===== src/design/floppy_sector_command_builder_top_assert.svh =====
// Assertion macros shared by the sector command builder RTL.
// Both macros sample on clk and are disabled while rst_n is low.
`ifndef FLOPPY_SECTOR_COMMAND_BUILDER_TOP_ASSERT_SVH
`define FLOPPY_SECTOR_COMMAND_BUILDER_TOP_ASSERT_SVH

`ifndef NO_ASSERTIONS

`define FSCB_ASSERT(lbl, cond, msg) \
    lbl: assert property (@(posedge clk) disable iff (!rst_n) (cond)) \
        else $error(msg);

`define FSCB_ASSERT_IMPL(lbl, ante, cons, msg) \
    lbl: assert property (@(posedge clk) disable iff (!rst_n) (ante) |-> (cons)) \
        else $error(msg);

`else

`define FSCB_ASSERT(lbl, cond, msg)

`define FSCB_ASSERT_IMPL(lbl, ante, cons, msg)

`endif

`endif


===== src/design/fscb_pkg.sv =====
package fscb_pkg;

    // Field widths
    localparam int BLOCK_W  = 15;
    localparam int CFG_IDX_W = 3;
    localparam int CFG_DATA_W = 8;

    // Register indexes on the configuration port
    typedef logic [CFG_IDX_W-1:0] cfg_idx_t;
    localparam cfg_idx_t CFG_DRIVE_SELECT      = 3'd0;
    localparam cfg_idx_t CFG_CYLINDER_COUNT    = 3'd1;
    localparam cfg_idx_t CFG_TRACK_SECTORS     = 3'd2;
    localparam cfg_idx_t CFG_GAP_LENGTH        = 3'd3;
    localparam cfg_idx_t CFG_RATE_CODE         = 3'd4;
    localparam cfg_idx_t CFG_READ_OPCODE       = 3'd5;
    localparam cfg_idx_t CFG_WRITE_OPCODE      = 3'd6;

    // Register reset values
    localparam logic [1:0] RST_DRIVE_SELECT      = 2'd0;
    localparam logic [7:0] RST_CYLINDER_COUNT    = 8'd80;
    localparam logic [5:0] RST_TRACK_SECTORS     = 6'd18;
    localparam logic [7:0] RST_GAP_LENGTH        = 8'd27;
    localparam logic [1:0] RST_RATE_CODE         = 2'd0;
    localparam logic [7:0] RST_READ_OPCODE       = 8'd230;
    localparam logic [7:0] RST_WRITE_OPCODE      = 8'd197;

    // Fixed command bytes
    localparam logic [7:0] SIZE_CODE_BYTE = 8'h02;
    localparam logic [7:0] DTL_BYTE       = 8'hFF;

    // Block divider: three quotient bits per step
    localparam int DIV_BITS  = 3;
    localparam int DIV_STEPS = BLOCK_W / DIV_BITS;
    localparam int STEP_W    = $clog2(DIV_STEPS);

    // Front-to-back job queue
    localparam int Q_DEPTH = 2;
    localparam int Q_PTR_W = $clog2(Q_DEPTH);
    localparam int Q_CNT_W = $clog2(Q_DEPTH + 1);

    // Output byte slots of one request
    typedef logic [3:0] slot_t;
    localparam slot_t SLOT_RATE    = 4'd0;
    localparam slot_t SLOT_OPCODE  = 4'd1;
    localparam slot_t SLOT_HD_DRV  = 4'd2;
    localparam slot_t SLOT_CYL     = 4'd3;
    localparam slot_t SLOT_HEAD    = 4'd4;
    localparam slot_t SLOT_SECTOR  = 4'd5;
    localparam slot_t SLOT_SIZE    = 4'd6;
    localparam slot_t SLOT_EOT     = 4'd7;
    localparam slot_t SLOT_GAP     = 4'd8;
    localparam slot_t SLOT_DTL     = 4'd9;

    // Output port codes
    localparam logic PORT_RATE = 1'b0;
    localparam logic PORT_FIFO = 1'b1;

    // Front end states
    typedef enum logic [1:0] {
        FR_IDLE,
        FR_CHECK,
        FR_DIV,
        FR_PUSH
    } front_state_t;

    // Configuration register set
    typedef struct packed {
        logic [1:0] drive_select;
        logic [7:0] cylinder_count;
        logic [5:0] track_sectors;
        logic [7:0] gap_length;
        logic [1:0] rate_code;
        logic [7:0] read_opcode;
        logic [7:0] write_opcode;
    } cfg_t;

    // Classified request handed from front to back
    typedef struct packed {
        logic       rejected;
        logic       is_write;
        logic [7:0] cyl;
        logic       head;
        logic [5:0] sector;
    } job_t;

endpackage


===== src/design/fscb_front.sv =====
module fscb_front #(
    parameter int HEAD_COUNT = 2
) (
    input  logic                         clk,
    input  logic                         rst_n,
    input  fscb_pkg::cfg_t               cfg,
    input  logic                         in_valid,
    output logic                         in_ready,
    input  logic                         command,
    input  logic [fscb_pkg::BLOCK_W-1:0] block_number,
    input  logic                         q_full,
    output logic                         push,
    output fscb_pkg::job_t               push_job
);

    localparam int PROD_W  = 14;
    localparam int UNITS_W = PROD_W + $clog2(HEAD_COUNT + 1);

    fscb_pkg::front_state_t state_reg, state_next;
    logic                          is_write_reg, is_write_next;
    logic                          rejected_reg, rejected_next;
    logic [fscb_pkg::BLOCK_W-1:0]  dividend_reg, dividend_next;
    logic [fscb_pkg::BLOCK_W-1:0]  quot_reg, quot_next;
    logic [5:0]                    rem_reg, rem_next;
    logic [fscb_pkg::STEP_W-1:0]   step_reg, step_next;
    logic [PROD_W-1:0]             prod_reg, prod_next;

    logic                          accept;
    logic [UNITS_W-1:0]            units;
    logic [fscb_pkg::BLOCK_W-1:0]  div_d, div_q;
    logic [5:0]                    div_r;

    // Medium size; the constant head factor is applied after the registered product
    assign units = UNITS_W'(prod_reg) * UNITS_W'(HEAD_COUNT);

    // One divider step: three restoring compare-subtract stages
    always_comb
    begin
        logic [6:0] t;
        div_d = dividend_reg;
        div_q = quot_reg;
        div_r = rem_reg;
        for (int i = 0; i < fscb_pkg::DIV_BITS; i++)
        begin
            t = {div_r, div_d[fscb_pkg::BLOCK_W-1]};
            div_d = {div_d[fscb_pkg::BLOCK_W-2:0], 1'b0};
            if (t >= {1'b0, cfg.track_sectors})
            begin
                div_r = 6'(t - {1'b0, cfg.track_sectors});
                div_q = {div_q[fscb_pkg::BLOCK_W-2:0], 1'b1};
            end
            else
            begin
                div_r = t[5:0];
                div_q = {div_q[fscb_pkg::BLOCK_W-2:0], 1'b0};
            end
        end
    end

    // Job built from the finished division
    always_comb
    begin
        push_job = '0;
        if (rejected_reg)
        begin
            push_job.rejected = 1'b1;
        end
        else
        begin
            push_job.is_write = is_write_reg;
            push_job.cyl      = 8'(quot_reg / HEAD_COUNT);
            push_job.head     = 1'(quot_reg % HEAD_COUNT);
            push_job.sector   = 6'(rem_reg + 6'd1);
        end
    end

    // State register and datapath registers
    always_ff @(posedge clk or negedge rst_n)
    begin
        if (!rst_n)
        begin
            state_reg <= fscb_pkg::FR_IDLE;
        end
        else
        begin
            state_reg <= state_next;
        end
    end

    always_ff @(posedge clk)
    begin
        is_write_reg <= is_write_next;
        rejected_reg <= rejected_next;
        dividend_reg <= dividend_next;
        quot_reg     <= quot_next;
        rem_reg      <= rem_next;
        step_reg     <= step_next;
        prod_reg     <= prod_next;
    end

    // Next state and handshake
    always_comb
    begin
        state_next    = state_reg;
        is_write_next = is_write_reg;
        rejected_next = rejected_reg;
        dividend_next = dividend_reg;
        quot_next     = quot_reg;
        rem_next      = rem_reg;
        step_next     = step_reg;
        prod_next     = prod_reg;
        in_ready      = 1'b0;
        push          = 1'b0;

        case (state_reg)
            fscb_pkg::FR_IDLE:
            begin
                in_ready = 1'b1;
            end
            fscb_pkg::FR_CHECK:
            begin
                rem_next  = '0;
                quot_next = '0;
                step_next = '0;
                if (UNITS_W'(dividend_reg) >= units)
                begin
                    rejected_next = 1'b1;
                    state_next    = fscb_pkg::FR_PUSH;
                end
                else
                begin
                    rejected_next = 1'b0;
                    state_next    = fscb_pkg::FR_DIV;
                end
            end
            fscb_pkg::FR_DIV:
            begin
                dividend_next = div_d;
                quot_next     = div_q;
                rem_next      = div_r;
                step_next     = step_reg + 1'b1;
                if (step_reg == fscb_pkg::STEP_W'(fscb_pkg::DIV_STEPS - 1))
                begin
                    state_next = fscb_pkg::FR_PUSH;
                end
            end
            fscb_pkg::FR_PUSH:
            begin
                if (!q_full)
                begin
                    push       = 1'b1;
                    in_ready   = 1'b1;
                    state_next = fscb_pkg::FR_IDLE;
                end
            end
            default:
            begin
                state_next = fscb_pkg::FR_IDLE;
            end
        endcase

        // Latch a new request; its range check runs next cycle
        accept = in_valid && in_ready;
        if (accept)
        begin
            is_write_next = command;
            dividend_next = block_number;
            prod_next     = PROD_W'(cfg.cylinder_count) * PROD_W'(cfg.track_sectors);
            state_next    = fscb_pkg::FR_CHECK;
        end
    end

endmodule


===== src/design/fscb_queue.sv =====
module fscb_queue (
    input  logic           clk,
    input  logic           rst_n,
    input  logic           push,
    input  fscb_pkg::job_t push_job,
    input  logic           pop,
    output fscb_pkg::job_t head_job,
    output logic           full,
    output logic           empty
);

    fscb_pkg::job_t                entries_reg [fscb_pkg::Q_DEPTH];
    logic [fscb_pkg::Q_PTR_W-1:0]  wr_ptr_reg, wr_ptr_next;
    logic [fscb_pkg::Q_PTR_W-1:0]  rd_ptr_reg, rd_ptr_next;
    logic [fscb_pkg::Q_CNT_W-1:0]  count_reg, count_next;

    assign full     = (count_reg == fscb_pkg::Q_CNT_W'(fscb_pkg::Q_DEPTH));
    assign empty    = (count_reg == '0);
    assign head_job = entries_reg[rd_ptr_reg];

    // Pointer and fill bookkeeping
    always_comb
    begin
        wr_ptr_next = wr_ptr_reg;
        rd_ptr_next = rd_ptr_reg;
        count_next  = count_reg;
        if (push)
        begin
            wr_ptr_next = (wr_ptr_reg == fscb_pkg::Q_PTR_W'(fscb_pkg::Q_DEPTH - 1)) ?
                          '0 : wr_ptr_reg + 1'b1;
        end
        if (pop)
        begin
            rd_ptr_next = (rd_ptr_reg == fscb_pkg::Q_PTR_W'(fscb_pkg::Q_DEPTH - 1)) ?
                          '0 : rd_ptr_reg + 1'b1;
        end
        if (push && !pop)
        begin
            count_next = count_reg + 1'b1;
        end
        else if (pop && !push)
        begin
            count_next = count_reg - 1'b1;
        end
    end

    always_ff @(posedge clk or negedge rst_n)
    begin
        if (!rst_n)
        begin
            wr_ptr_reg <= '0;
            rd_ptr_reg <= '0;
            count_reg  <= '0;
        end
        else
        begin
            wr_ptr_reg <= wr_ptr_next;
            rd_ptr_reg <= rd_ptr_next;
            count_reg  <= count_next;
        end
    end

    // Entry storage
    always_ff @(posedge clk)
    begin
        if (push)
        begin
            entries_reg[wr_ptr_reg] <= push_job;
        end
    end

endmodule


===== src/design/fscb_back.sv =====
`include "floppy_sector_command_builder_top_assert.svh"

module fscb_back (
    input  logic           clk,
    input  logic           rst_n,
    input  fscb_pkg::cfg_t cfg,
    input  fscb_pkg::job_t job,
    input  logic           job_valid,
    output logic           pop,
    output logic           out_valid,
    input  logic           out_ready,
    output logic           port,
    output logic [7:0]     data_byte,
    output logic           last,
    output logic           rejected
);

    fscb_pkg::slot_t slot_reg, slot_next;
    logic            out_valid_reg, out_valid_next;
    logic            port_reg, port_next;
    logic [7:0]      data_reg, data_next;
    logic            last_reg, last_next;
    logic            rej_reg, rej_next;
    logic            load;

    // Output register takes a byte when empty or being drained
    assign load = job_valid && (!out_valid_reg || out_ready);

    // Byte sequencer for the queue head
    always_comb
    begin
        slot_next      = slot_reg;
        out_valid_next = out_valid_reg;
        port_next      = port_reg;
        data_next      = data_reg;
        last_next      = last_reg;
        rej_next       = rej_reg;
        pop            = 1'b0;

        if (out_ready)
        begin
            out_valid_next = 1'b0;
        end

        if (load)
        begin
            out_valid_next = 1'b1;
            port_next      = fscb_pkg::PORT_FIFO;
            last_next      = 1'b0;
            rej_next       = 1'b0;
            case (slot_reg)
                fscb_pkg::SLOT_RATE:
                begin
                    port_next = fscb_pkg::PORT_RATE;
                    data_next = {6'b0, cfg.rate_code};
                end
                fscb_pkg::SLOT_OPCODE:
                    data_next = job.is_write ? cfg.write_opcode : cfg.read_opcode;
                fscb_pkg::SLOT_HD_DRV:
                    data_next = {5'b0, job.head, cfg.drive_select};
                fscb_pkg::SLOT_CYL:
                    data_next = job.cyl;
                fscb_pkg::SLOT_HEAD:
                    data_next = {7'b0, job.head};
                fscb_pkg::SLOT_SECTOR:
                    data_next = {2'b0, job.sector};
                fscb_pkg::SLOT_SIZE:
                    data_next = fscb_pkg::SIZE_CODE_BYTE;
                fscb_pkg::SLOT_EOT:
                    data_next = {2'b0, cfg.track_sectors};
                fscb_pkg::SLOT_GAP:
                    data_next = cfg.gap_length;
                fscb_pkg::SLOT_DTL:
                begin
                    data_next = fscb_pkg::DTL_BYTE;
                    last_next = 1'b1;
                end
                default:
                    data_next = '0;
            endcase

            // Out-of-range request: single rejected byte
            if (job.rejected)
            begin
                port_next = fscb_pkg::PORT_RATE;
                data_next = '0;
                last_next = 1'b1;
                rej_next  = 1'b1;
            end

            if (last_next)
            begin
                pop       = 1'b1;
                slot_next = fscb_pkg::SLOT_RATE;
            end
            else
            begin
                slot_next = slot_reg + 1'b1;
            end
        end
    end

    always_ff @(posedge clk or negedge rst_n)
    begin
        if (!rst_n)
        begin
            slot_reg      <= fscb_pkg::SLOT_RATE;
            out_valid_reg <= 1'b0;
        end
        else
        begin
            slot_reg      <= slot_next;
            out_valid_reg <= out_valid_next;
        end
    end

    always_ff @(posedge clk)
    begin
        port_reg <= port_next;
        data_reg <= data_next;
        last_reg <= last_next;
        rej_reg  <= rej_next;
    end

    assign out_valid = out_valid_reg;
    assign port      = port_reg;
    assign data_byte = data_reg;
    assign last      = last_reg;
    assign rejected  = rej_reg;

    // Checks
    `FSCB_ASSERT_IMPL(a_pop_with_load, pop, load && last_next, "queue popped without final byte")
    `FSCB_ASSERT_IMPL(a_rej_single, out_valid_reg && rej_reg, last_reg && (port_reg == fscb_pkg::PORT_RATE) && (data_reg == 8'h00), "rejected byte malformed")
    `FSCB_ASSERT(a_slot_range, slot_reg <= fscb_pkg::SLOT_DTL, "byte slot out of range")
    `FSCB_ASSERT_IMPL(a_slot_restart, pop, slot_next == fscb_pkg::SLOT_RATE, "slot not reset after request")

endmodule


===== src/design/floppy_sector_command_builder_top.sv =====
// Channel   Handshake            Payload
// in        in_valid / in_ready  command, block_number
// out       out_valid/out_ready  port, data_byte, last, rejected
// cfg       cfg_write            cfg_index, cfg_data
//
// An in-range request gives ten bytes at one per cycle while out_ready stays high;
// a steady stream is paced by the back sequencer's byte slots, not by the front.
// Front: accept, FR_CHECK range check, 5-step FR_DIV block divider, FR_PUSH; one
// request at a time, overlapped with the back through a 2-entry job queue.
// A rejected request skips FR_DIV and gives 1 output byte.
// Reset is asynchronous; no clearing pass. A stalled output holds both queue and front.
module floppy_sector_command_builder_top #(
    parameter int HEAD_COUNT = 2
) (
    input  logic                            clk,
    input  logic                            rst_n,
    input  logic                            cfg_write,
    input  logic [fscb_pkg::CFG_IDX_W-1:0]  cfg_index,
    input  logic [fscb_pkg::CFG_DATA_W-1:0] cfg_data,
    input  logic                            in_valid,
    output logic                            in_ready,
    input  logic                            command,
    input  logic [fscb_pkg::BLOCK_W-1:0]    block_number,
    output logic                            out_valid,
    input  logic                            out_ready,
    output logic                            port,
    output logic [7:0]                      data_byte,
    output logic                            last,
    output logic                            rejected
);

    fscb_pkg::cfg_t cfg_reg, cfg_next;
    fscb_pkg::job_t push_job, head_job;
    logic           push, pop, q_full, q_empty;

    // Configuration register writes
    always_comb
    begin
        cfg_next = cfg_reg;
        if (cfg_write)
        begin
            case (cfg_index)
                fscb_pkg::CFG_DRIVE_SELECT:      cfg_next.drive_select      = cfg_data[1:0];
                fscb_pkg::CFG_CYLINDER_COUNT:    cfg_next.cylinder_count    = cfg_data;
                fscb_pkg::CFG_TRACK_SECTORS:     cfg_next.track_sectors     = cfg_data[5:0];
                fscb_pkg::CFG_GAP_LENGTH:        cfg_next.gap_length        = cfg_data;
                fscb_pkg::CFG_RATE_CODE:         cfg_next.rate_code         = cfg_data[1:0];
                fscb_pkg::CFG_READ_OPCODE:       cfg_next.read_opcode       = cfg_data;
                fscb_pkg::CFG_WRITE_OPCODE:      cfg_next.write_opcode      = cfg_data;
                default:                         cfg_next = cfg_reg;
            endcase
        end
    end

    always_ff @(posedge clk or negedge rst_n)
    begin
        if (!rst_n)
        begin
            cfg_reg.drive_select      <= fscb_pkg::RST_DRIVE_SELECT;
            cfg_reg.cylinder_count    <= fscb_pkg::RST_CYLINDER_COUNT;
            cfg_reg.track_sectors     <= fscb_pkg::RST_TRACK_SECTORS;
            cfg_reg.gap_length        <= fscb_pkg::RST_GAP_LENGTH;
            cfg_reg.rate_code         <= fscb_pkg::RST_RATE_CODE;
            cfg_reg.read_opcode       <= fscb_pkg::RST_READ_OPCODE;
            cfg_reg.write_opcode      <= fscb_pkg::RST_WRITE_OPCODE;
        end
        else
        begin
            cfg_reg <= cfg_next;
        end
    end

    // Front: accept, range check, block divide
    fscb_front #(
        .HEAD_COUNT (HEAD_COUNT)
    ) u_front (
        .clk          (clk),
        .rst_n        (rst_n),
        .cfg          (cfg_reg),
        .in_valid     (in_valid),
        .in_ready     (in_ready),
        .command      (command),
        .block_number (block_number),
        .q_full       (q_full),
        .push         (push),
        .push_job     (push_job)
    );

    // Job queue between front and back
    fscb_queue u_queue (
        .clk      (clk),
        .rst_n    (rst_n),
        .push     (push),
        .push_job (push_job),
        .pop      (pop),
        .head_job (head_job),
        .full     (q_full),
        .empty    (q_empty)
    );

    // Back: byte sequencer and output register
    fscb_back u_back (
        .clk       (clk),
        .rst_n     (rst_n),
        .cfg       (cfg_reg),
        .job       (head_job),
        .job_valid (!q_empty),
        .pop       (pop),
        .out_valid (out_valid),
        .out_ready (out_ready),
        .port      (port),
        .data_byte (data_byte),
        .last      (last),
        .rejected  (rejected)
    );

endmodule


===== config.mk =====
export PLATFORM = sky130hd
export DESIGN_NAME = floppy_sector_command_builder_top
export DESIGN_NICKNAME = d
export VERILOG_FILES = /design/src/design/fscb_pkg.sv /design/src/design/fscb_front.sv /design/src/design/fscb_queue.sv /design/src/design/fscb_back.sv /design/src/design/floppy_sector_command_builder_top.sv
export VERILOG_INCLUDE_DIRS = /design/src /design/src/design
export SDC_FILE = /design/constraint.sdc
export NUM_CORES = 1
export LEC_CHECK = 0
export BUFFER_PORTS_ARGS = -buffer_cell sky130_fd_sc_hd__buf_2
export CAP_MARGIN = 20
export CORE_ASPECT_RATIO = 2
export CORE_UTILIZATION = 50
export CTS_CLUSTER_SIZE = 12
export DETAILED_ROUTE_END_ITERATION = 8
export GPL_ROUTABILITY_DRIVEN = 0
export PLACE_DENSITY = 0.71
export SLEW_MARGIN = 20
export SYNTH_ARGS = -nofsm -noshare
export SYNTH_HDL_FRONTEND = slang
export SYNTH_HIERARCHICAL = 1
export SYNTH_SLANG_ARGS = --single-unit

===== constraint.sdc =====
create_clock -name clk -period 6.1 [get_ports clk]
set_input_delay 0.305 -clock clk [delete_from_list [all_inputs] [get_ports clk]]
set_output_delay 0.305 -clock clk [all_outputs]
set_load 0.02 [all_outputs]

==> impl_metrics.csv, run 1 <==
group,metric,value,unit
grt,grt_antenna_before_repair,0,
final_layout,fillCellCount,1442,
critical_path,worst-endpoint-required,6270,ps
critical_path,largest_fanout_of_any_net_on_the_critical_path,6,
cts,cts_inserted_buffers,17,
critical_path,cp_num_cells,25,
sta,clock_skew,8.545,ps
synth,synth.net_count,899,
critical_path,start_to_end_type_of_the_worst_setup_path,"register to register",
critical_path,critical_path.startpoint_type,"register",
synth,synthTopCellsByArea,"sky130_fd_sc_hd__edfxtp_1 31%, sky130_fd_sc_hd__dfrtp_1 9.9%, sky130_fd_sc_hd__ha_1 9.3%",
final_layout,final_instance_count_excl_fillers,1057,
detailed_routing,wl_met3,581,um
die,die_area,18810,sq um
grt,global_route.overflow_total,0,
run,max-cap-violations,0,
final_layout,largest_reg_flops,42,
synth,synthArstFlopShare,36.05,%
detailed_routing,highest_metal_layer_with_signal_wires,"met4",
critical_path,crit_path_end,"u_front/rem_reg[3]$_SDFFCE_PN0N_",
critical_path,worst-path-buf-inv,4,
detailed_routing,drtIter0Drc,250,
synth,synth_seq_area_share,45.73,%
sta,max_slew_margin,34.53,%
critical_path,worstReg2RegStart,"cfg_reg[27]$_DFFE_PN1P_",
final_layout,final_core_util,57.81,%
grt,grt_max_degree,54,
detailed_routing,wl,19.18,mm
critical_path,critical_path_arrival,6100,ps
synth,netlist_top_cells_count,"94 x sky130_fd_sc_hd__edfxtp_1, 86 x sky130_fd_sc_hd__nand2_1, 68 x sky130_fd_sc_hd__ha_1",
cts,clockRootBuffer,"sky130_fd_sc_hd__clkbuf_16",
die,fp.coreArea,17780,sq um
die,start_util,51.27,%
cts,clkLatencyLatePin,430,ps
synth,post-synth-top-count-cell,"sky130_fd_sc_hd__edfxtp_1",
final_layout,final_layout_size_suffix_gt1_share,24.53,%
synth,postSynthRegisterBits,147,
sta,setup-violations-final,0,
synth,syn-mean-instance-area,11.83,sq um
detailed_routing,viasPerCell,5.623,
sta,max_freq,168.7,MHz
synth,post-synth-top-area-fraction,30.95,%
critical_path,end_kind,"register",
cts,clock_sinks,147,
detailed_routing,routedWlPerCell,18.15,um
critical_path,startpoint,"cfg_reg[27]$_DFFE_PN1P_",
synth,ys.warnings.count,6,
synth,netlist_area,9119,sq um
cts,clk_pin_slew_worst_paths,70,ps
final_layout,layout.area.seq,4170,sq um
detailed_routing,routed-wl-met2,10.55,mm
synth,synth_cell_types,70,
placement,place.detailed.hpwl,14.07,mm
cts,cts_max_path_bufs,2,
sta,finalHoldViolations,0,
sta,pins_over_their_slew_limit,0,
detailed_routing,wl_met1,7.277,mm
grt,grt_first_pass_wirelength,30.97,mm
critical_path,critical_path.top_delay_family,"compound AO/OA/AOI/OAI gates",
cts,cts.htree.levels,4,
placement,place_inst,1012,
final_layout,area_used_by_multi_input_combinational_logic,4547,sq um
detailed_routing,detail_route.drc_violations,0,
die,top_level_i_o_count,45,
critical_path,timing.reg2reg.setup_slack,170,ps
critical_path,critical_path.max_stage_delay,560,ps
detailed_routing,first_pass_iters,5,
synth,netlist.top_cell.by_area,"sky130_fd_sc_hd__edfxtp_1",
final_layout,nNetsFinal,959,
placement,number_of_input_and_output_port_buffers_inserted,44,
run_status,outcome,"finished clean",
die,row_count,69,
sta,timing.final.crit_share,97.16,%
detailed_routing,detailroute.via_count,5944,
critical_path,worst-r2r-cell-count,25,
sta,fin_tns_setup,0,ps
sta,period_needed,5927,ps
final_layout,antenna-diode-count,0,
sta,max_slew.worst_pin.slew,976.1,ps
die,die_span_in_x,97.49,um
synth,syn-instance-count,771,
grt,first_global_vias,6028,
min_path,tightest_hold_check_type,"input port to async pin",
cts,cts_tree,"done",
critical_path,critical_path.slowest_cell,"sky130_fd_sc_hd__dfstp_2",
synth,synthFlopType,"sky130_fd_sc_hd__edfxtp_1",
final_layout,layout-area-overhead-vs-synth,12.75,%
die,die_y,193.0,um
synth,synth-edff-count,94,
grt,groute.usage.overall,21.45,%
detailed_routing,route.antenna.remaining_nets,0,
critical_path,crit-reg2reg-capture,"u_front/rem_reg[3]$_SDFFCE_PN0N_",
==> metrics by stage <==
| stage | hold WS [ps] | area [sq um] | worst slack (ps) |
|---|---|---|---|
| 2_1_floorplan | 9.409 | 9119 | 49.42 |
| 3_3_place_gp | 470.7 | 9519 | 203.9 |
| 3_5_place_dp | 474.5 | 9519 | 36.32 |
| 4_1_cts | 28.37 | 10160 | 28.12 |
| 5_1_grt | 41.75 | 10280 | -99.63 |
| 6_report | 0.3720 | 10280 | 173.0 |
==> repair_timing <==
action | 4_1_cts | 5_1_grt
hold buffers | 0 | 0
gates resized for setup | 0 | 5
setup buffers | 0 | 13
endpoints found under the setup margin | 0 | 7
==> logic make-up (layout without fill, tap and decap cells) <==
| family | after synthesis | in the layout | share of synthesized area (%) |
|---|---|---|---|
| muxes | 81 | 81 | 10.81 |
| and+or+nand+nor | 218 | 218 | 12.62 |
| buffers and inverters | 95 | 168 | 4.651 |
| AOI/OAI and AO/OA | 108 | 108 | 8.205 |
| adders and majority gates | 96 | 96 | 15.48 |
| xor gates and xnor gates | 26 | 26 | 2.497 |
| DFF | 147 | 147 | 45.73 |
==> cells in the final DEF (no fill, tap or decap), types with 5 or more instances in the layout <==
master	synthesis	layout
sky130_fd_sc_hd__nor2b_1	27	27
sky130_fd_sc_hd__clkinv_4	0	7
sky130_fd_sc_hd__mux2_4	24	24
sky130_fd_sc_hd__xnor2_1	13	13
sky130_fd_sc_hd__a21oi_1	33	33
sky130_fd_sc_hd__inv_1	67	65
sky130_fd_sc_hd__nand2b_1	5	5
sky130_fd_sc_hd__mux2i_1	13	12
sky130_fd_sc_hd__nand3_1	10	10
sky130_fd_sc_hd__and2_1	31	31
sky130_fd_sc_hd__buf_2	7	44
sky130_fd_sc_hd__dfstp_2	17	17
sky130_fd_sc_hd__a21o_1	9	9
sky130_fd_sc_hd__edfxtp_1	94	94
sky130_fd_sc_hd__mux2_2	44	44
sky130_fd_sc_hd__nand2_1	86	86
sky130_fd_sc_hd__o21ai_1	5	6
sky130_fd_sc_hd__fa_1	28	28
sky130_fd_sc_hd__xor2_1	13	13
sky130_fd_sc_hd__nor2_1	27	27
sky130_fd_sc_hd__ha_1	68	67
sky130_fd_sc_hd__clkbuf_16	0	21
sky130_fd_sc_hd__a22o_1	5	5
sky130_fd_sc_hd__dfrtp_1	36	36
sky130_fd_sc_hd__buf_4	1	24
sky130_fd_sc_hd__o21ai_0	17	16
==> final cells by class <==
type / instances / area share, %
Clock inverter: 10 / 1.059
Multi-Input combinational cell: 529 / 44.23
Clock buffer: 22 / 5.148
Timing Repair Buffer: 68 / 3.894
Tap cell: 213 / 2.592
Sequential cell: 147 / 40.56
Inverter: 68 / 2.519
==> metal layers <==
metal | vias to the layer above | global-route usage, %
met5 | - | 0
met4 | 0 | 11.65
met3 | 55 | 3.280
met2 | 164 | 39.97
met1 | 2913 | 23.12
li1 | 2812 | -
==> how the worst min path moves through the flow <==
stage,start,endpoint,slack (ps),depth (start not counted)
final,rst_n,u_back/slot_reg[0]$_DFFE_PN0P_,0.4,2
after global routing,command,u_front/is_write_reg$_DFFE_PP_,40,1
after CTS,rst_n,u_back/slot_reg[3]$_DFFE_PN0P_,30,2
after detailed placement,u_queue/wr_ptr_reg$_DFFE_PN0P_,u_queue/wr_ptr_reg$_DFFE_PN0P_,470,1
after global placement,u_queue/wr_ptr_reg$_DFFE_PN0P_,u_queue/wr_ptr_reg$_DFFE_PN0P_,470,1
after floorplan,rst_n,cfg_reg[11]$_DFFE_PN0P_,9,0
Power of run 1 is left out: the tool's default activity adds up to more than one toggle a clock period on the data nets, which glitch-free logic cannot reach.
==> run 2: changes to the inputs <==
--- a/config.mk
+++ b/config.mk
@@ -13,8 +13,7 @@
 export CTS_CLUSTER_SIZE = 12
 export DETAILED_ROUTE_END_ITERATION = 8
 export GPL_ROUTABILITY_DRIVEN = 0
-export PLACE_DENSITY = 0.71
-export SLEW_MARGIN = 20
+export PLACE_DENSITY = 0.68
 export SYNTH_ARGS = -nofsm -noshare
 export SYNTH_HDL_FRONTEND = slang
 export SYNTH_HIERARCHICAL = 1
==> constraint.sdc (replaced) <==
create_clock -name clk -period 6.9 [get_ports clk]
set_input_delay 0.345 -clock clk [delete_from_list [all_inputs] [get_ports clk]]
set_output_delay 0.345 -clock clk [all_outputs]
set_load 0.02 [all_outputs]
==> run 2 against run 1 <==
Compared with the run above: critical path depth down 2; final area down 1.6%; critical path type unchanged; maximum frequency down 9.0%; worst setup slack better by 210 ps; critical endpoint is now u_front/rem_reg[2]$_SDFFCE_PN0N_; routed wire length up 5.2%; sequential share of layout area up 0.67 points.
==> impl_metrics.csv, run 2 (synthesized netlist as in run 1, its figures left out) <==
group,metric,value,unit
sta,setup-violations-final,0,
cts,cts_max_path_bufs,2,
die,fp.coreArea,17780,sq um
critical_path,end_kind,"register",
critical_path,worstReg2RegStart,"cfg_reg[27]$_DFFE_PN1P_",
sta,timing.final.crit_share,94.38,%
sta,pins_over_their_slew_limit,0,
grt,grt_antenna_before_repair,0,
placement,number_of_input_and_output_port_buffers_inserted,44,
final_layout,layout-area-overhead-vs-synth,10.91,%
sta,finalHoldViolations,0,
die,top_level_i_o_count,45,
detailed_routing,viasPerCell,5.688,
die,row_count,69,
sta,period_needed,6512,ps
final_layout,nNetsFinal,943,
final_layout,final_layout_size_suffix_gt1_share,22.34,%
grt,groute.usage.overall,23.06,%
sta,clock_skew,9.653,ps
die,die_y,193.0,um
cts,clockRootBuffer,"sky130_fd_sc_hd__clkbuf_16",
detailed_routing,routedWlPerCell,19.37,um
grt,global_route.overflow_total,0,
critical_path,start_to_end_type_of_the_worst_setup_path,"register to register",
detailed_routing,wl,20.17,mm
cts,number_of_gates_given_a_new_drive_strength_after_cts,0,
cts,cts_hold_buffers,0,
placement,place.detailed.hpwl,15.15,mm
final_layout,mostFrequentLayoutCells,"94 x sky130_fd_sc_hd__edfxtp_1, 86 x sky130_fd_sc_hd__nand2_1, 68 x sky130_fd_sc_hd__ha_1",
final_layout,antenna-diode-count,0,
sta,fin_tns_setup,0,ps
final_layout,layout_commonest_cell,"sky130_fd_sc_hd__edfxtp_1",
cts,clkLatencyLatePin,420,ps
cts,cts.htree.levels,4,
final_layout,largest_reg_flops,42,
grt,grt_first_pass_wirelength,33.18,mm
sta,whs,54.53,ps
sta,max_slew_margin,42.53,%
detailed_routing,detailroute.via_count,5921,
sta,max_slew.worst_pin.slew,862.1,ps
detailed_routing,first_pass_iters,5,
critical_path,largest_fanout_of_any_net_on_the_critical_path,10,
critical_path,worst-r2r-cell-count,23,
min_path,tightest_hold_check_type,"input port to async pin",
final_layout,stdcell_area,10110,sq um
cts,cts_tree,"done",
cts,post-cts-setup-buffers,0,
detailed_routing,drtIter0Drc,426,
critical_path,crit-reg2reg-capture,"u_front/rem_reg[2]$_SDFFCE_PN0N_",
grt,grt_max_degree,54,
critical_path,critical_path_arrival,6680,ps
run,max-cap-violations,0,
die,die_span_in_x,97.49,um
run_status,outcome,"finished clean",
cts,cts_inserted_buffers,17,
die,start_util,51.27,%
detailed_routing,route.antenna.remaining_nets,0,
cts,clk_pin_slew_worst_paths,60,ps
placement,dpl-instance-area,9489,sq um
critical_path,timing.reg2reg.setup_slack,390,ps
grt,first_global_vias,6468,
sta,grt_setup_unrepaired,"no",
critical_path,worst-endpoint-required,7070,ps
die,die_area,18810,sq um
critical_path,critical_path.startpoint_type,"register",
sta,max_freq,153.6,MHz
cts,clock_sinks,147,
detailed_routing,detail_route.drc_violations,0,
[run 2: worst max-delay path by stage]
stage	startpoint	endpoint	slack (ps)	depth (start not counted)
final	cfg_reg[27]$_DFFE_PN1P_	u_front/rem_reg[2]$_SDFFCE_PN0N_	390	23
after global routing	cfg_reg[27]$_DFFE_PN1P_	u_front/rem_reg[2]$_SDFFCE_PN0N_	120	23
after CTS	cfg_reg[27]$_DFFE_PN1P_	u_front/rem_reg[1]$_SDFFCE_PN0N_	490	23
after detailed placement	cfg_reg[27]$_DFFE_PN1P_	u_front/rem_reg[1]$_SDFFCE_PN0N_	520	23
after global placement	cfg_reg[27]$_DFFE_PN1P_	u_front/rem_reg[1]$_SDFFCE_PN0N_	820	23
after floorplan	cfg_reg[27]$_DFFE_PN1P_	u_front/rem_reg[1]$_SDFFCE_PN0N_	850	25
[run 2: final cells by class]
type                       instances  area [sq um]
sequential                       147          4170
inverter                          68         255.2
clock buffer                      20         446.7
multi-input combinational        529          4524
tap                              213         266.5
fill                            1509          7671
clock inverter                    12         150.1
timing repair buffer              52         300.3
[run 2: through the flow]
step                cells  setup slack (ps)  utilization (%)
global route         1041             117.4            56.87
global placement     1008             815.7            53.36
finish               1041             387.8            56.87
floorplan             771             849.4                -
detailed placement   1008             519.2            53.36
CTS                  1040             493.9            56.71
[run 2: worst max-delay path, cell delays in order (launching register included)]
cell and delay [ps]:
sky130_fd_sc_hd__dfstp_2 520, sky130_fd_sc_hd__inv_1 140, sky130_fd_sc_hd__ha_1 360, sky130_fd_sc_hd__nor2b_1 170
sky130_fd_sc_hd__o31ai_2 250, sky130_fd_sc_hd__a21o_2 210, sky130_fd_sc_hd__nor2b_4 220, sky130_fd_sc_hd__mux2_2 390
sky130_fd_sc_hd__inv_1 80, sky130_fd_sc_hd__ha_1 230, sky130_fd_sc_hd__nor2b_1 150, sky130_fd_sc_hd__o211ai_1 190
sky130_fd_sc_hd__a31oi_1 190, sky130_fd_sc_hd__a311oi_4 630, sky130_fd_sc_hd__o21ai_0 320, sky130_fd_sc_hd__ha_1 380
sky130_fd_sc_hd__nor2b_1 160, sky130_fd_sc_hd__o31a_1 260, sky130_fd_sc_hd__o21ai_1 150, sky130_fd_sc_hd__nand2b_1 100
sky130_fd_sc_hd__a211o_1 340, sky130_fd_sc_hd__a211oi_4 460, sky130_fd_sc_hd__mux2i_1 270, sky130_fd_sc_hd__nor2b_1 70
[run 2: per-layer routing]
layer | routed length [um] | global-route usage, % | part of all wire (%) | vias up
met3 | 638 | 3.641 | 3.2 | 74
met4 | 1105 | 14.48 | 5.5 | 0
met1 | 7284 | 23.35 | 36 | 2886
met2 | 11140 | 43.65 | 55 | 189
met5 | 0 | 0 | 0 | -
li1 | - | - | - | 2772
Power of run 2 is left out for the same reason.
==> run 3: changes to the inputs <==
--- a/config.mk
+++ b/config.mk
@@ -6,6 +6,7 @@
 export SDC_FILE = /design/constraint.sdc
 export NUM_CORES = 1
 export LEC_CHECK = 0
+export ABC_AREA = 1
 export BUFFER_PORTS_ARGS = -buffer_cell sky130_fd_sc_hd__buf_2
 export CAP_MARGIN = 20
 export CORE_ASPECT_RATIO = 2
==> run 3 against run 2 <==
Compared with the run above: worst hold slack worse by 15 ps; first-iteration DRC count down 16%; synthesized area rose by 7.1%; routed wire length grew 8.7%; final cell count grew 37%; non-clock buffer count is 5 lower; count of clock-buffer cells in the layout down 2.
==> impl_metrics.csv, run 3 <==
group,metric,value,unit
cts,clock_sinks,147,
die,row_count,72,
run,max-cap-violations,0,
die,die_span_in_x,100.8,um
synth,postSynthRegisterBits,147,
detailed_routing,viasPerCell,5.108,
pwr,max-vdd-ir-drop,0.3969,mV
synth,synthArstFlopShare,36.05,%
detailed_routing,detail_route.drc_violations,0,
die,die_y,199.6,um
critical_path,critical_path.max_stage_delay,550,ps
critical_path,critical_path.slowest_cell,"sky130_fd_sc_hd__dfrtp_1",
detailed_routing,wl,21.93,mm
die,top_level_i_o_count,45,
synth,synth-edff-count,94,
sta,setup-violations-final,0,
cts,number_of_gates_given_a_new_drive_strength_after_cts,0,
sta,period_needed,4975,ps
synth,netlist_area,9766,sq um
pwr,switching_share,46.08,%
sta,max_slew_margin,36.40,%
synth,synthFlopType,"sky130_fd_sc_hd__edfxtp_1",
synth,netlist_top_cells_count,"379 x sky130_fd_sc_hd__nand2_1, 154 x sky130_fd_sc_hd__inv_1, 94 x sky130_fd_sc_hd__edfxtp_1",
min_path,tightest_hold_check_type,"input port to async pin",
placement,place.detailed.hpwl,17.03,mm
final_layout,layout_commonest_cell,"sky130_fd_sc_hd__nand2_1",
synth,synth_seq_area_share,42.70,%
synth,post-synth-top-area-fraction,28.90,%
sta,whs,39.03,ps
cts,clkLatencyLatePin,430,ps
critical_path,timing.reg2reg.setup_slack,1920,ps
pwr,p_seq_share,27.0,%
critical_path,worst-endpoint-required,7070,ps
critical_path,worstReg2RegStart,"cfg_reg[28]$_DFFE_PN0P_",
synth,syn-instance-count,1107,
grt,grt_first_pass_wirelength,34.95,mm
sta,pins_over_their_slew_limit,0,
cts,cts.htree.levels,4,
sta,clock_skew,7.736,ps
cts,cts_max_path_bufs,2,
grt,first_global_vias,7240,
pwr,power.density_cell_area,576.3,nW/um^2
grt,grt_max_degree,54,
detailed_routing,detailroute.via_count,7274,
synth,synth.net_count,1235,
synth,syn-mean-instance-area,8.822,sq um
final_layout,final_layout_size_suffix_gt1_share,15.54,%
sta,timing.final.crit_share,72.10,%
run_status,outcome,"finished clean",
cts,cts_hold_buffers,0,
grt,groute.usage.overall,23.47,%
cts,cts_inserted_buffers,17,
sta,max_slew.worst_pin.slew,952.9,ps
pwr,power_frac_clock,16.6,%
pwr,switchingPower,2.880,mW
cts,post-cts-setup-buffers,0,
detailed_routing,routedWlPerCell,15.40,um
die,start_util,50.66,%
grt,global_route.overflow_total,0,
pwr,power_internal,3.370,mW
pwr,leakagePower,5.504,nW
critical_path,largest_fanout_of_any_net_on_the_critical_path,11,
critical_path,critical_path.startpoint_type,"register",
sta,max_freq,201.0,MHz
final_layout,largest_reg_flops,42,
synth,synth_cell_types,47,
sta,fin_tns_setup,0,ps
synth,post-synth-top-count-cell,"sky130_fd_sc_hd__nand2_1",
final_layout,layout-area-overhead-vs-synth,11.04,%
detailed_routing,route.antenna.remaining_nets,0,
critical_path,critical_path_arrival,5150,ps
cts,clockRootBuffer,"sky130_fd_sc_hd__clkbuf_16",
synth,ys.warnings.count,6,
sta,grt_setup_unrepaired,"no",
critical_path,critical_path.most_common_cell,"sky130_fd_sc_hd__nand2_1",
final_layout,mostFrequentLayoutCells,"379 x sky130_fd_sc_hd__nand2_1, 154 x sky130_fd_sc_hd__inv_1, 94 x sky130_fd_sc_hd__edfxtp_1",
final_layout,antenna-diode-count,0,
cts,cts_tree,"done",
synth,netlist.top_cell.by_area,"sky130_fd_sc_hd__edfxtp_1",
detailed_routing,drtIter0Drc,356,
die,die_area,20130,sq um
critical_path,start_to_end_type_of_the_worst_setup_path,"register to register",
grt,grt_antenna_before_repair,0,
final_layout,nNetsFinal,1280,
critical_path,end_kind,"register",
placement,number_of_input_and_output_port_buffers_inserted,44,
cts,clk_pin_slew_worst_paths,70,ps
pwr,p_comb_share,56.4,%
sta,finalHoldViolations,0,
die,fp.coreArea,19280,sq um
critical_path,startpoint,"cfg_reg[28]$_DFFE_PN0P_",
detailed_routing,first_pass_iters,5,
synth,synthTopCellsByArea,"sky130_fd_sc_hd__edfxtp_1 29%, sky130_fd_sc_hd__nand2_1 15%, sky130_fd_sc_hd__dfrtp_1 9.2%",
run 3: area by class of cell:
cell class	instances	area, sq um
Tap cell	259	324.1
Clock buffer	18	429.2
Sequential cell	147	4170
Clock inverter	14	226.5
Inverter	167	646.9
Fill cell	1775	8434
Multi-Input combinational cell	772	4805
Timing Repair Buffer	47	242.7
run 3: path summary, 6_finish.rpt:
check	to	cells after the start
hold reg to reg	cfg_reg[6]$_DFFE_PN1P_	2
min in group clk	u_front/is_write_reg$_DFFE_PP_	1
setup reg to reg	u_front/rem_reg[5]$_SDFFCE_PN0N_	33
hold / removal	cfg_reg[4]$_DFFE_PN0P_	2
max in group asynchronous	u_queue/count_reg[0]$_DFFE_PN0P_	2
setup / recovery	u_front/rem_reg[5]$_SDFFCE_PN0N_	33
run 3: power groups by stage:
stage               clock [mW]  sequential (mW)  combinational, mW
floorplan                    0             1.60               2.81
global placement             0             1.69               3.47
detailed placement           0             1.70               3.51
CTS                       1.05             1.69               3.54
global route              1.09             1.72               3.94
finish                    1.04             1.69               3.52
run 3: per-stage QoR:
step                      setup WS, ps  total power [mW]  cell area (sq um)  util [%]  cells
after floorplan                   2317             4.410               9766         -   1107
after global placement            2142             5.162              10190     52.85   1392
after detailed placement          1975             5.215              10190     52.85   1392
after CTS                         1958             6.272              10840     56.25   1424
after global routing              1465             6.744              10840     56.25   1424
final                             1925             6.250              10840     56.25   1424
run 3: cells by family (layout without fill, tap and decap cells):
family / after synthesis / after routing / synth area share [%]
buf+inv: 188 / 246 / 8.097
compound gates: 67 / 67 / 4.228
simple gates: 570 / 570 / 26.24
xor+xnor: 22 / 22 / 1.973
flops: 147 / 147 / 42.70
mux: 17 / 17 / 2.306
fa+ha+maj: 96 / 96 / 14.45
run 3: worst max-delay path, delay by kind of cell, from the launching register on:
kind / cells / cell delay, ps
fa+ha+maj: 3 / 1160
simple gates: 21 / 1660
flops: 1 / 550
buf+inv: 4 / 360
compound gates: 5 / 940
run 3: routing by layer:
| layer | share of wire (%) | vias up | track usage, % | routed length [um] |
|---|---|---|---|---|
| li1 | - | 3604 | - | - |
| met1 | 34 | 3425 | 21.95 | 7534 |
| met2 | 57 | 172 | 44.98 | 12490 |
| met3 | 2.6 | 73 | 3.987 | 573 |
| met4 | 6.1 | 0 | 16.16 | 1330 |
| met5 | 0 | - | 0 | 0 |
(Power assumes the default switching activity.)
